===== config.mk =====
export PLATFORM = sky130hd
export DESIGN_NAME = uart_tx_hex_serializer_top
export DESIGN_NICKNAME = d
export VERILOG_FILES = /design/src/rtl/uthx_pkg.sv /design/src/rtl/uthx_fifo.sv /design/src/rtl/uthx_front.sv /design/src/rtl/uthx_back.sv /design/src/rtl/uart_tx_hex_serializer_top.sv
export SDC_FILE = /design/constraint.sdc
export NUM_CORES = 1
export LEC_CHECK = 0
export BUFFER_PORTS_ARGS = -buffer_cell sky130_fd_sc_hd__buf_2
export CAP_MARGIN = 15
export CORE_MARGIN = 4
export CORE_UTILIZATION = 40
export CTS_CLUSTER_DIAMETER = 150
export CTS_CLUSTER_SIZE = 40
export DETAILED_ROUTE_END_ITERATION = 10
export GPL_TIMING_DRIVEN = 0
export PLACE_DENSITY_LB_ADDON = 0.08
export SETUP_SLACK_MARGIN = 0.05
export SYNTH_ARGS = -nofsm -noshare
export SYNTH_HDL_FRONTEND = slang
export SYNTH_HIERARCHICAL = 1
export SYNTH_SLANG_ARGS = --single-unit

===== constraint.sdc =====
create_clock -name clk_i -period 9.2 [get_ports clk_i]
set_input_delay 2.76 -clock clk_i [delete_from_list [all_inputs] [get_ports clk_i]]
set_output_delay 2.76 -clock clk_i [all_outputs]
set_load 0.01 [all_outputs]

===== src/rtl/uthx_pkg.sv =====
// ----------------------------------------------------------------------------
// UART hex serializer package
// Shared payload types, command codes and character constants for the
// 8N1 transmitter with its hex formatter.
// ----------------------------------------------------------------------------
package uthx_pkg;

  // Command codes carried by an input item.
  localparam logic [2:0] CMD_TICK       = 3'd0;
  localparam logic [2:0] CMD_RAW        = 3'd1;
  localparam logic [2:0] CMD_HEX_NIBBLE = 3'd2;
  localparam logic [2:0] CMD_HEX_BYTE   = 3'd3;
  localparam logic [2:0] CMD_HEX_WORD   = 3'd4;
  localparam logic [2:0] CMD_HEX_LWORD  = 3'd5;

  // Frame layout: start bit, eight data bits, stop bit.
  localparam logic [3:0] FRAME_BITS = 4'd10;
  localparam logic [9:0] FRAME_IDLE = 10'h3ff;

  // Reset value of the bit period register.
  localparam logic [15:0] BIT_CYCLES_RESET = 16'd434;

  // ASCII characters used by the hex formatter.
  localparam logic [7:0] CHAR_ZERO    = 8'h30;
  localparam logic [7:0] CHAR_LOWER_A = 8'h61;
  localparam logic [3:0] DIGIT_TEN    = 4'd10;

  // One input transaction.
  typedef struct packed {
    logic [2:0]  command;
    logic [31:0] value;
  } item_t;

  // One result transaction.
  typedef struct packed {
    logic tx_line;
    logic busy_res;
    logic rejected;
  } result_t;

  // A classified command as it travels from the front end to the engine.
  typedef struct packed {
    logic        is_send;
    logic        hex;
    logic [3:0]  digits;
    logic [31:0] value;
  } op_t;

  // Lowercase ASCII hex digit for a nibble.
  function automatic logic [7:0] hex_digit(input logic [3:0] d);
    logic [7:0] ch;
    if (d >= DIGIT_TEN) begin
      ch = {4'b0000, d} - {4'b0000, DIGIT_TEN} + CHAR_LOWER_A;
    end else begin
      ch = {4'b0000, d} + CHAR_ZERO;
    end
    return ch;
  endfunction

endpackage


===== src/rtl/uthx_fifo.sv =====
// ----------------------------------------------------------------------------
// UART hex serializer queue
// Small first-in first-out buffer with a push/full and pop/empty interface.
// ----------------------------------------------------------------------------
module uthx_fifo #(
  parameter int WIDTH = 8,
  parameter int DEPTH = 2
) (
  input  logic             clk_i,
  input  logic             rst_ni,
  input  logic             push_i,
  input  logic [WIDTH-1:0] wdata_i,
  output logic             full_o,
  input  logic             pop_i,
  output logic [WIDTH-1:0] rdata_o,
  output logic             empty_o
);

  localparam int PTR_W = (DEPTH > 1) ? $clog2(DEPTH) : 1;
  localparam int CNT_W = $clog2(DEPTH + 1);
  localparam logic [PTR_W-1:0] LAST_PTR  = PTR_W'(DEPTH - 1);
  localparam logic [CNT_W-1:0] FULL_CNT  = CNT_W'(DEPTH);

  logic [WIDTH-1:0] mem_q [DEPTH];
  logic [PTR_W-1:0] wr_ptr_q, wr_ptr_d;
  logic [PTR_W-1:0] rd_ptr_q, rd_ptr_d;
  logic [CNT_W-1:0] count_q, count_d;
  logic             wr_en;
  logic             rd_en;

  // Status flags and the head entry.
  assign full_o  = (count_q == FULL_CNT);
  assign empty_o = (count_q == '0);
  assign rdata_o = mem_q[rd_ptr_q];
  assign wr_en   = push_i & ~full_o;
  assign rd_en   = pop_i & ~empty_o;

  // Pointer and occupancy updates.
  always_comb begin
    wr_ptr_d = wr_ptr_q;
    rd_ptr_d = rd_ptr_q;
    count_d  = count_q;
    if (wr_en) begin
      wr_ptr_d = (wr_ptr_q == LAST_PTR) ? '0 : wr_ptr_q + 1'b1;
    end
    if (rd_en) begin
      rd_ptr_d = (rd_ptr_q == LAST_PTR) ? '0 : rd_ptr_q + 1'b1;
    end
    if (wr_en && !rd_en) begin
      count_d = count_q + 1'b1;
    end else if (rd_en && !wr_en) begin
      count_d = count_q - 1'b1;
    end
  end

  always_ff @(posedge clk_i or negedge rst_ni) begin
    if (!rst_ni) begin
      wr_ptr_q <= '0;
      rd_ptr_q <= '0;
      count_q  <= '0;
    end else begin
      wr_ptr_q <= wr_ptr_d;
      rd_ptr_q <= rd_ptr_d;
      count_q  <= count_d;
    end
  end

  // Storage needs no reset.
  always_ff @(posedge clk_i) begin
    if (wr_en) begin
      mem_q[wr_ptr_q] <= wdata_i;
    end
  end

endmodule


===== src/rtl/uthx_front.sv =====
// ----------------------------------------------------------------------------
// UART hex serializer front end
// Accepts input transactions and decodes each command into a send request
// with its digit count and a data word, left-aligned for the hex commands.
// ----------------------------------------------------------------------------
module uthx_front (
  input  logic            push,
  output logic            full,
  input  uthx_pkg::item_t item_i,
  input  logic            q_full_i,
  output logic            q_push_o,
  output uthx_pkg::op_t   op_o
);
  import uthx_pkg::*;

  // The input side is full whenever the command queue is.
  assign full     = q_full_i;
  assign q_push_o = push & ~q_full_i;

  // Decode the command. Unused codes act as a plain tick.
  always_comb begin
    op_o.is_send = 1'b1;
    op_o.hex     = 1'b1;
    op_o.digits  = 4'd0;
    op_o.value   = '0;
    case (item_i.command)
      CMD_RAW: begin
        op_o.hex    = 1'b0;
        op_o.digits = 4'd1;
        op_o.value  = {24'h000000, item_i.value[7:0]};
      end
      CMD_HEX_NIBBLE: begin
        op_o.digits = 4'd1;
        op_o.value  = {item_i.value[3:0], 28'h0000000};
      end
      CMD_HEX_BYTE: begin
        op_o.digits = 4'd2;
        op_o.value  = {item_i.value[7:0], 24'h000000};
      end
      CMD_HEX_WORD: begin
        op_o.digits = 4'd4;
        op_o.value  = {item_i.value[15:0], 16'h0000};
      end
      CMD_HEX_LWORD: begin
        op_o.digits = 4'd8;
        op_o.value  = item_i.value;
      end
      default: begin
        op_o.is_send = 1'b0;
        op_o.hex     = 1'b0;
      end
    endcase
  end

endmodule


===== src/rtl/uthx_back.sv =====
// ----------------------------------------------------------------------------
// UART hex serializer engine
// Runs the bit timer, frame shifter and character sequencer, one queued tick
// per cycle while the result queue has room, and holds the bit period register.
// ----------------------------------------------------------------------------
module uthx_back (
  input  logic              clk_i,
  input  logic              rst_ni,
  input  logic              cfg_valid_i,
  output logic              cfg_ready_o,
  input  logic [15:0]       cfg_data_i,
  input  logic              q_empty_i,
  input  uthx_pkg::op_t     op_i,
  output logic              q_pop_o,
  input  logic              r_full_i,
  output logic              r_push_o,
  output uthx_pkg::result_t res_o
);
  import uthx_pkg::*;

  logic [15:0] bit_cycles_q;
  logic        sending_q, sending_d;
  logic [31:0] value_hold_q, value_hold_d;
  logic [3:0]  chars_left_q, chars_left_d;
  logic        hex_mode_q, hex_mode_d;
  logic [9:0]  frame_q, frame_d;
  logic [3:0]  bit_index_q, bit_index_d;
  logic [15:0] tick_q, tick_d;
  logic [15:0] period;
  logic [7:0]  ch_first, ch_next;
  logic        step;
  logic        line;
  logic        busy;
  logic        rej;

  // The bit period register accepts a write in any cycle.
  assign cfg_ready_o = 1'b1;

  always_ff @(posedge clk_i or negedge rst_ni) begin
    if (!rst_ni) begin
      bit_cycles_q <= BIT_CYCLES_RESET;
    end else if (cfg_valid_i) begin
      bit_cycles_q <= cfg_data_i;
    end
  end

  // A period of zero behaves as one tick.
  assign period = (bit_cycles_q == '0) ? 16'd1 : bit_cycles_q;

  // One queued tick is executed whenever one is waiting and the result queue has room.
  assign step     = ~q_empty_i & ~r_full_i;
  assign q_pop_o  = step;
  assign r_push_o = step;

  // Next-state logic for one tick.
  always_comb begin
    sending_d    = sending_q;
    value_hold_d = value_hold_q;
    chars_left_d = chars_left_q;
    hex_mode_d   = hex_mode_q;
    frame_d      = frame_q;
    bit_index_d  = bit_index_q;
    tick_d       = tick_q;
    ch_first     = '0;
    ch_next      = '0;
    line         = 1'b1;
    busy         = 1'b0;
    rej          = 1'b0;
    if (step) begin
      // Start a new transfer, or flag the command when one is running.
      if (op_i.is_send) begin
        if (sending_q) begin
          rej = 1'b1;
        end else begin
          hex_mode_d   = op_i.hex;
          chars_left_d = op_i.digits;
          value_hold_d = op_i.value;
          sending_d    = 1'b1;
          ch_first     = op_i.hex ? hex_digit(op_i.value[31:28]) : op_i.value[7:0];
          if (op_i.hex) begin
            value_hold_d = {op_i.value[27:0], 4'h0};
          end
          frame_d     = {1'b1, ch_first, 1'b0};
          bit_index_d = '0;
          tick_d      = '0;
        end
      end
      // Drive the current bit and advance the bit timer.
      if (sending_d) begin
        busy   = 1'b1;
        line   = frame_d[0];
        tick_d = tick_d + 16'd1;
        if (tick_d >= period) begin
          tick_d      = '0;
          frame_d     = {1'b1, frame_d[9:1]};
          bit_index_d = bit_index_d + 4'd1;
          if (bit_index_d >= FRAME_BITS) begin
            chars_left_d = chars_left_d - 4'd1;
            if (chars_left_d == '0) begin
              sending_d   = 1'b0;
              frame_d     = FRAME_IDLE;
              bit_index_d = '0;
            end else begin
              ch_next = hex_mode_d ? hex_digit(value_hold_d[31:28]) : value_hold_d[7:0];
              if (hex_mode_d) begin
                value_hold_d = {value_hold_d[27:0], 4'h0};
              end
              frame_d     = {1'b1, ch_next, 1'b0};
              bit_index_d = '0;
              tick_d      = '0;
            end
          end
        end
      end
    end
  end

  always_ff @(posedge clk_i or negedge rst_ni) begin
    if (!rst_ni) begin
      sending_q    <= 1'b0;
      value_hold_q <= '0;
      chars_left_q <= '0;
      hex_mode_q   <= 1'b0;
      frame_q      <= FRAME_IDLE;
      bit_index_q  <= '0;
      tick_q       <= '0;
    end else begin
      sending_q    <= sending_d;
      value_hold_q <= value_hold_d;
      chars_left_q <= chars_left_d;
      hex_mode_q   <= hex_mode_d;
      frame_q      <= frame_d;
      bit_index_q  <= bit_index_d;
      tick_q       <= tick_d;
    end
  end

  // Result transaction for this tick.
  assign res_o.tx_line  = line;
  assign res_o.busy_res = busy;
  assign res_o.rejected = rej;

endmodule


===== src/rtl/uart_tx_hex_serializer_top.sv =====
// ----------------------------------------------------------------------------
// UART hex serializer top level
// 8N1 serial transmitter with a hex formatter. Each input transaction is one
// tick of baud timing and yields one result transaction.
//
//   Channel   Handshake            Payload
//   input     push / full          item_i   (command, value)
//   result    pop / empty          result_o (tx_line, busy_res, rejected)
//   config    cfg_valid_i/_ready_o cfg_data_i (bit_cycles)
//
// One input transaction is taken per cycle while full is low; the engine
// executes one queued tick per cycle while the result queue has room.
// Reset sets the bit period to 434 ticks and the line to idle high.
// When pop stays low, the result queue fills, then the command queue, and
// full rises; nothing is lost and the engine simply pauses.
// ----------------------------------------------------------------------------
module uart_tx_hex_serializer_top #(
  parameter int CMD_DEPTH = 2,
  parameter int RES_DEPTH = 2
) (
  input  logic              clk_i,
  input  logic              rst_ni,
  input  logic              push,
  output logic              full,
  input  uthx_pkg::item_t   item_i,
  output logic              empty,
  input  logic              pop,
  output uthx_pkg::result_t result_o,
  input  logic              cfg_valid_i,
  output logic              cfg_ready_o,
  input  logic [15:0]       cfg_data_i
);
  import uthx_pkg::*;

  op_t     op_in, op_out;
  result_t res_in;
  logic    q_push, q_full, q_pop, q_empty;
  logic    r_push, r_full;

  // Front end: accept and decode commands.
  uthx_front u_front (
    .push     (push),
    .full     (full),
    .item_i   (item_i),
    .q_full_i (q_full),
    .q_push_o (q_push),
    .op_o     (op_in)
  );

  // Command queue between the front end and the engine.
  uthx_fifo #(
    .WIDTH ($bits(op_t)),
    .DEPTH (CMD_DEPTH)
  ) u_cmd_fifo (
    .clk_i   (clk_i),
    .rst_ni  (rst_ni),
    .push_i  (q_push),
    .wdata_i (op_in),
    .full_o  (q_full),
    .pop_i   (q_pop),
    .rdata_o (op_out),
    .empty_o (q_empty)
  );

  // Transmit engine.
  uthx_back u_back (
    .clk_i       (clk_i),
    .rst_ni      (rst_ni),
    .cfg_valid_i (cfg_valid_i),
    .cfg_ready_o (cfg_ready_o),
    .cfg_data_i  (cfg_data_i),
    .q_empty_i   (q_empty),
    .op_i        (op_out),
    .q_pop_o     (q_pop),
    .r_full_i    (r_full),
    .r_push_o    (r_push),
    .res_o       (res_in)
  );

  // Result queue toward the consumer.
  uthx_fifo #(
    .WIDTH ($bits(result_t)),
    .DEPTH (RES_DEPTH)
  ) u_res_fifo (
    .clk_i   (clk_i),
    .rst_ni  (rst_ni),
    .push_i  (r_push),
    .wdata_i (res_in),
    .full_o  (r_full),
    .pop_i   (pop),
    .rdata_o (result_o),
    .empty_o (empty)
  );

`ifndef SYNTHESIS
  // Every tick taken from the command queue produces exactly one result.
  a_step_balance: assert property (@(posedge clk_i) disable iff (!rst_ni)
    q_pop == r_push)
    else $error("command pop and result push out of step");

  // A rejected command can only occur during a frame.
  a_reject_busy: assert property (@(posedge clk_i) disable iff (!rst_ni)
    (!empty && result_o.rejected) |-> result_o.busy_res)
    else $error("rejection reported outside a frame");

  // The input side only becomes full after a transaction was pushed.
  a_full_rise: assert property (@(posedge clk_i) disable iff (!rst_ni)
    $rose(full) |-> $past(push))
    else $error("full rose without a push");
`endif

endmodule


**After elaboration in Yosys (flattened, before gate mapping)**

Memory sizes are Yosys's and may differ from the RTL's.
Cells that the tools add are included.

- Flip-flop bits (word level): 92
- Word-level logic and storage cells: 138
- Memory bits (writable): 82
- Output and inout bits: 6
- Input bits: 56
- Memories: 2

Memory list:

| memory | depth | bits a word | read ports | clocked after Yosys merged registers in | write ports | RTL line | RTL |
|---|---|---|---|---|---|---|---|
| u_cmd_fifo.mem_q | 2 | 38 | 1 | 0 | 1 | uthx_fifo.sv:24 | `logic [WIDTH-1:0] mem_q [DEPTH];` |
| u_res_fifo.mem_q | 2 | 3 | 1 | 0 | 1 | uthx_fifo.sv:24 |  |

- Bitwise logic cells: 10
- Add/subtract/negate cells: 17
- Reductions and logical operators: 16
- Magnitude comparators: 4
- Mux-type cells: 68
- Equality and inequality tests: 7

Operator list:

| kind | number |
|---|---|
| 32-bit 2-to-1 mux | 9 |
| 36-bit case mux with 5 select lines | 1 |
| 16-bit 2-to-1 mux | 6 |
| 10-bit 2-to-1 mux | 5 |
| 4-bit 2-to-1 mux | 12 |
| 8-bit 2-to-1 mux | 4 |
| 1-bit 2-to-1 mux | 26 |
| 16-bit by 1-bit adder with 16-bit output (second input constant) | 1 |
| 8-bit by 7-bit adder with 8-bit output (second input constant) | 2 |
| 16-bit greater-or-equal comparator | 1 |
| 16-bit logical NOT | 1 |
| 4-bit by 6-bit adder with 7-bit output (second input constant) | 2 |
| 4-bit greater-or-equal comparator (second input constant) | 3 |
| 4-bit by 4-bit subtractor with 5-bit output (second input constant) | 2 |
| 9-bit 2-to-1 mux | 1 |
| 2-bit 2-to-1 mux | 4 |
| 1-bit AND | 6 |
| 3-bit by 2-bit equality test with 1-bit output (second input constant) | 2 |
| 3-bit equality test (second input constant) | 2 |
| 5-bit OR reduction | 1 |
| 1-bit adder (second input constant) | 4 |
| 2-bit by 1-bit adder with 2-bit output (second input constant) | 2 |
| 4-bit by 1-bit adder with 4-bit output (second input constant) | 1 |
| 2-bit equality test (second input constant) | 2 |
| 10 further kinds | 22 |

**Logic depth before layout (Yosys ltp)**

Gate-level depths: netlist of run 1.
An unclocked memory read counts as a cell.

- Depth in word-level cells: 13
- Mapped depth: 25

**Hierarchy**

The synthesis of run 1 kept the hierarchy.

Modules (own cells, without submodules):

| module | sequential area each (um^2) | area each (um^2) | instances | cells an instance |
|---|---|---|---|---|
| uthx_back | 2,120.8 | 6,005.8 | 1 | 708 |
| uthx_fifo at u_cmd_fifo | 2,382.3 | 2,985.4 | 1 | 137 |
| uthx_front | 0.0 | 583.1 | 1 | 74 |
| uthx_fifo at u_res_fifo | 280.3 | 410.4 | 1 | 28 |

**Least setup slack after synthesis of run 1**

No wires, ideal clock.

- Path type: flip-flop to flip-flop
- Start: register u_cmd_fifo.rd_ptr_q
- End: register u_back.value_hold_q[26]
- Clock period less this slack: 5.093 ns
- Data required time: 9.074 ns
- Stages on the path, launching flop included: 25
- Slack: 4.107 ns
- Arrival: 4.967 ns
- Path buffers: 8
- Path through: dfrtp_1 > buf_6 > mux2_2 > nand2b_1 > buf_2 > buf_4 > clkbuf_1 > buf_1 > and2_1 > ha_1 > inv_1 > nor3_1 > nand3_1 > xor2_1 > nor2_1 > ha_1 > nand4_1 > a2111oi_0 > a211o_1 > clkbuf_1 > nor4bb_1 > buf_4 > buf_2 > nor2_1 > a221o_1

RTL lines:

| what | RTL line | RTL |
|---|---|---|
| start: declaration | uthx_fifo.sv:26 | `logic [PTR_W-1:0] rd_ptr_q, rd_ptr_d;` |
| start signal: assignment | uthx_fifo.sv:63 | `rd_ptr_q <= rd_ptr_d;` |
| end signal: assignment | uthx_back.sv:129 | `value_hold_q <= value_hold_d;` |
| end: declaration | uthx_back.sv:23 | `logic [31:0] value_hold_q, value_hold_d;` |

==> results.json, run 1 <==
{
  "status": "finished clean",
  "clock.fmax_mhz": 149,
  "grt-ovfl-total": 0,
  "final_cell_mix": "nand2_1 (98), edfxtp_1 (82), dfrtp_1 (77)",
  "area_growth_pct": 13.6,
  "wl_mm": 27.4,
  "final_common_cell": "nand2_1",
  "vias": 7567,
  "path_clk_slew_ps": 80,
  "fin_cells": 1364,
  "syn_nets": 1036,
  "finalCritPeriodShare": 0.731,
  "power_switching_uw": 1260,
  "tns_ps": 0,
  "ys_types": 71,
  "p_clk_frac": 0.228,
  "hpwl_mm": 20.4,
  "seq_area_frac_synth": 0.479,
  "htree_levels": 4,
  "cts_setup_buffers": 0,
  "clk_path_buf_depth": 2,
  "async_flop_share": 0.529,
  "yosysWarningCount": 6,
  "io_pins": 62,
  "power_uw": 3190,
  "grtUsageTotal": 0.199,
  "critPathMaxFanout": 10,
  "synth_area_per_cell_um2": 10.5,
  "syn_inst": 947,
  "maxSlewViolCount": 0,
  "grt_pass1_wl_mm": 43.4,
  "die_area_um2": 27600,
  "period_minus_slack_ps": 6720,
  "crit_type": "flop to flop",
  "skew_ps": 15.1,
  "cts-buffers-inserted": 17,
  "synth_area_um2": 9980,
  "first_pass_iters": 5,
  "cellPowerDensity_nw_per_um2": 281,
  "antenna_found_initial": 0,
  "ir_drop_mv": 0.120,
  "drive_above_1_share": 0.188,
  "drc": 0,
  "nNetsFinal": 1116,
  "initial_core_util": 0.408,
  "insertion_delay_ps": 430,
  "core_um2": 24500,
  "die_x_um": 166,
  "synth_ff_type": "edfxtp_1",
  "portBuffers": 58,
  "p_seq_frac": 0.358,
  "die_y_um": 166,
  "crit_arrival_ps": 7000,
  "ys_ff_latch": 174,
  "ctsHoldBuffers": 0,
  "swShare": 0.396,
  "p_comb_frac": 0.415,
  "cp.required_ps": 9470,
  "cts.repair.resized": 0,
  "critPathCaptureType": "flop",
  "via_per_inst": 5.55,
  "drv_cap": 0,
  "setup_violations": 0,
  "cts_num_sinks": 174,
  "tightest_slew_ps": 879,
  "num_rows": 57,
  "grt_pass1_vias": 7524,
  "fillers": 2374,
  "grt_max_degree": 60,
  "cts_root_buf": "clkbuf_16",
  "wl_per_cell_um": 20.1,
  "p_leak_uw": 0.00477,
  "synth_edf_count": 82,
  "cts_tree": "built",
  "max_slew_margin": 0.412,
  "gp_congestion": 0.824,
  "first_iter_violations": 479,
  "crit_path_start_kind": "flop",
  "p_int_uw": 1930,
  "rsz0062_at_grt": "false",
  "antennaDiodeCount": 0,
  "hp-class": "flop to flop",
  "hold_viol": 0,
  "postRouteAntennaNets": 0,
  "placed_cells": 1332
}
==> power by group through the flow <==
stage	registers [µW]	clock network, µW	logic, µW
after CTS	1140	745	1340
after detailed placement	1150	0	1330
after global placement	1160	0	1300
after global routing	1160	776	1470
after floorplan	1130	0	930
final	1140	726	1320
==> metal layers <==
metal | vias to the layer above | global-route usage | share of wire
met3 | 47 | 0.0350 | 0.053
met2 | 213 | 0.323 | 0.48
met4 | 0 | 0.0796 | 0.037
met1 | 3683 | 0.265 | 0.44
met5 | - | 0 | 0
li1 | 3624 | - | -
==> state kept, by name, indices dropped and copies added (netlist names), 2 cells and up <==
signal,flops
u_back/chars_left_q,4
u_back/bit_index_q,4
u_cmd_fifo/mem_q,76
u_back/bit_cycles_q,16
u_back/value_hold_q,32
u_back/tick_q,16
u_res_fifo/count_q,2
u_res_fifo/mem_q,6
u_back/frame_q,10
u_cmd_fifo/count_q,2
==> synth_stat cells (4+ instances only) <==
library cell  number  share of area
a211oi_1          14          0.011
nor2_1            68          0.026
edfxtp_1          82           0.25
dfstp_2           15          0.039
o21ai_0           46          0.023
buf_4             12         0.0090
dfrtp_1           77           0.19
a31oi_1            6         0.0038
a2111oi_0          9         0.0079
nor3_1            19         0.0095
nand4_1            9         0.0056
o2bb2ai_1          6         0.0053
a22o_1             8         0.0070
ha_1              33          0.041
nand2_1           98          0.037
or2_2              5         0.0031
mux2i_1           52          0.052
clkbuf_1          36          0.014
inv_1             41          0.015
xnor2_1           23          0.020
a221o_1           20          0.020
nor4_1             4         0.0025
o22ai_1            5         0.0031
a211o_1            8         0.0070
buf_6             10          0.011
mux2_4            11          0.017
a21oi_1           35          0.018
and2_1            13         0.0081
nor2_2             8         0.0050
a21o_1             4         0.0030
buf_1              6         0.0023
o31ai_1            7         0.0053
nand3_1           17         0.0085
mux2_2            33          0.037
xor2_1            13          0.011
o221ai_1           7         0.0061
nand2b_1           8         0.0050
o211ai_1          15          0.011
and3_1            18          0.011
==> cell families after synthesis <==
| group | count (synthesis) | synth area share |
|---|---|---|
| simple gates | 287 | 0.138 |
| xor+xnor | 36 | 0.0316 |
| flops | 174 | 0.479 |
| buf+inv | 110 | 0.0549 |
| mux | 99 | 0.110 |
| fa+ha+maj | 33 | 0.0414 |
| compound gates | 207 | 0.145 |
| other cells | 1 | 0.000376 |
==> path summary, 6_finish.rpt <==
kind	startpoint	to	slack (ps)	cells past startpoint
setup / recovery	u_cmd_fifo/rd_ptr_q	u_back/bit_index_q[0]	2480	24
hold / removal	u_back/chars_left_q[3]	u_back/chars_left_q[3]	490	2
setup reg to reg	u_cmd_fifo/rd_ptr_q	u_back/bit_index_q[0]	2480	24
hold reg to reg	u_back/chars_left_q[3]	u_back/chars_left_q[3]	490	2
max in group asynchronous	rst_ni	u_back/frame_q[3]	6180	2
min in group asynchronous	rst_ni	u_res_fifo/count_q[1]	2290	1
==> area by class of cell <==
type	instances	area, µm²	area share
Sequential cell	174	4780	0.422
Multi-Input combinational cell	663	4660	0.411
Timing Repair Buffer	61	360	0.0318
Tap cell	324	405	0.0357
Clock inverter	14	153	0.0135
Clock buffer	18	429	0.0378
Inverter	42	158	0.0139
Buffer	68	390	0.0344
==> worst max-delay path, stage by stage (launching register included) <==
cell,delay (ps)
dfrtp_1,400
buf_6,190
mux2_2,440
nand2b_1,90
buf_2,190
buf_4,240
clkbuf_1,420
buf_1,530
and2_1,260
ha_1,280
inv_1,80
nor3_1,350
nand3_1,140
xor2_1,150
nor2_1,80
ha_1,320
nand4_1,170
a2111oi_0,410
a211o_1,220
clkbuf_1,350
clkbuf_1,460
clkbuf_1,430
nor2_1,70
o21ai_0,150
o221ai_1,130
==> per-stage QoR <==
step / area (µm²) / setup slack (ps) / hold slack (ps) / utilization
detailed placement: 10800 / 2500 / 468 / 0.440
global route: 11300 / 1760 / 506 / 0.464
finish: 11300 / 2480 / 485 / 0.464
floorplan: 9980 / 4110 / 449 / -
CTS: 11300 / 2420 / 485 / 0.464
global placement: 10700 / 2450 / 463 / 0.437
Note: power is estimated with default switching activity, not from simulation.
==> run 2, diff against run 1 <==
==> constraint.sdc (replaced) <==
create_clock -name clk_i -period 6.9 [get_ports clk_i]
set_input_delay 2.07 -clock clk_i [delete_from_list [all_inputs] [get_ports clk_i]]
set_output_delay 2.07 -clock clk_i [all_outputs]
set_load 0.01 [all_outputs]
==> run 2 against run 1 <==
Net effect: final cell count about the same; clock skew fell by 3.0 ps; routed wire length about the same; die area stayed put; sequential power grew 33%; clock-buffer cell count is the same; total power rose by 33%; combinational power is 34% higher; flip-flop and latch count is the same; via count about the same; sequential share of layout area is essentially flat; critical path type unchanged; critical endpoint is now u_back/value_hold_q[24]; largest cell class unchanged; largest power group unchanged.
==> results.json, run 2 (same netlist as run 1, synthesis figures left out) <==
{
  "htree_levels": 4,
  "power_uw": 4260,
  "insertion_delay_ps": 430,
  "cts_num_sinks": 174,
  "cts.repair.resized": 0,
  "gp_congestion": 0.824,
  "ir_drop_mv": 0.159,
  "status": "finished clean",
  "cts-buffers-inserted": 17,
  "path_clk_slew_ps": 80,
  "crit_type": "flop to flop",
  "portBuffers": 58,
  "cts_root_buf": "clkbuf_16",
  "grt_max_degree": 60,
  "grt_pass1_wl_mm": 43.4,
  "hp-class": "flop to flop",
  "fillers": 2372,
  "ctsHoldBuffers": 0,
  "wl_per_cell_um": 20.1,
  "clk_path_buf_depth": 2,
  "period_minus_slack_ps": 6050,
  "maxSlewViolCount": 0,
  "antenna_found_initial": 0,
  "crit_path_start_kind": "flop",
  "clock.fmax_mhz": 165,
  "die_x_um": 166,
  "postRouteAntennaNets": 0,
  "first_pass_iters": 5,
  "tns_ps": 0,
  "ff_latch_area_um2": 4780,
  "post-route-util": 0.464,
  "final_area_um2": 11300,
  "critPathCaptureType": "flop",
  "core_um2": 24500,
  "cts_setup_buffers": 0,
  "initial_core_util": 0.408,
  "wl_mm": 27.4,
  "p_leak_uw": 0.00478,
  "drv_cap": 0,
  "hpwl_mm": 20.4,
  "post_dp_cell_area_um2": 10800,
  "nNetsFinal": 1115,
  "cts_tree": "built",
  "regMostFlops": "u_cmd_fifo/mem_q",
  "setup_violations": 0,
  "rsz0062_at_grt": "false",
  "antennaDiodeCount": 0,
  "final_cell_mix": "nand2_1 (98), edfxtp_1 (82), dfrtp_1 (77)",
  "cp.required_ps": 7210,
  "tightest_slew_ps": 877,
  "num_rows": 57,
  "vias": 7566,
  "io_pins": 62,
  "via_per_inst": 5.55,
  "drive_above_1_share": 0.191,
  "grtUsageTotal": 0.199,
  "grt-ovfl-total": 0,
  "grt_pass1_vias": 7524,
  "largest_register_ff_count": 76,
  "hold_viol": 0,
  "skew_ps": 12.1,
  "drc": 0,
  "reg.largest.list": "u_cmd_fifo/mem_q x76, u_back/value_hold_q x32",
  "area_growth_pct": 13.6,
  "max_slew_margin": 0.413,
  "final_common_cell": "nand2_1",
  "finalCritPeriodShare": 0.876,
  "cellPowerDensity_nw_per_um2": 376,
  "die_area_um2": 27600,
  "crit_arrival_ps": 6360,
  "multi_input_area_um2": 4660,
  "die_y_um": 166,
  "critPathMaxFanout": 19,
  "first_iter_violations": 453
}
run 2: where the power goes:
group / leakage [µW] / switching (µW) / internal [µW]
registers: 0.00193 / 126 / 1400
clock network: 0.000288 / 476 / 491
logic: 0.00256 / 1080 / 685
run 2: layer usage:
metal  global-route usage  vias to the layer above  wire length, µm
li1                     -                     3615                -
met1                0.265                     3695            12000
met2                0.323                      211            13100
met3               0.0350                       45             1330
met4               0.0796                        0              983
met5                    0                        -                0
run 2: metrics by stage:
stage | hold WS [ps] | cells | setup slack (ps)
final | 485 | 1363 | 852
after global routing | 506 | 1363 | 199
after CTS | 485 | 1364 | 120
after detailed placement | 468 | 1332 | 196
after global placement | 463 | 1329 | 148
after floorplan | 449 | 947 | 1810
run 2: path summary, 6_finish.rpt:
kind	from	end	slack, ps	cells past startpoint
setup / recovery	u_cmd_fifo/rd_ptr_q	u_back/value_hold_q[24]	850	23
hold / removal	u_back/chars_left_q[3]	u_back/chars_left_q[3]	490	2
setup reg to reg	u_cmd_fifo/rd_ptr_q	u_back/value_hold_q[24]	850	23
hold reg to reg	u_back/chars_left_q[3]	u_back/chars_left_q[3]	490	2
max in group asynchronous	rst_ni	u_back/frame_q[3]	4560	2
min in group asynchronous	rst_ni	u_res_fifo/count_q[1]	1600	1
run 2: area by class of cell:
type	instances	area share
Multi-Input combinational cell	663	0.411
Buffer	67	0.0343
Clock buffer	18	0.0378
Clock inverter	14	0.0135
Tap cell	324	0.0357
Timing Repair Buffer	61	0.0318
Sequential cell	174	0.422
Inverter	42	0.0139
run 2: critical path, cell delays in order, from the launching register on:
cell       delay [ps]
dfrtp_1           400
buf_6             190
mux2_2            440
nand2b_1           90
buf_2             190
buf_4             290
clkbuf_2          330
and2_1            220
ha_1              280
inv_1              80
nor3_1            350
nand3_1           140
xor2_1            150
nor2_1             80
ha_1              320
nand4_1           170
a2111oi_0         400
a211o_1           220
clkbuf_1          340
nor4bb_1          350
buf_4             240
buf_2             270
nor2_1             90
a221o_1           270
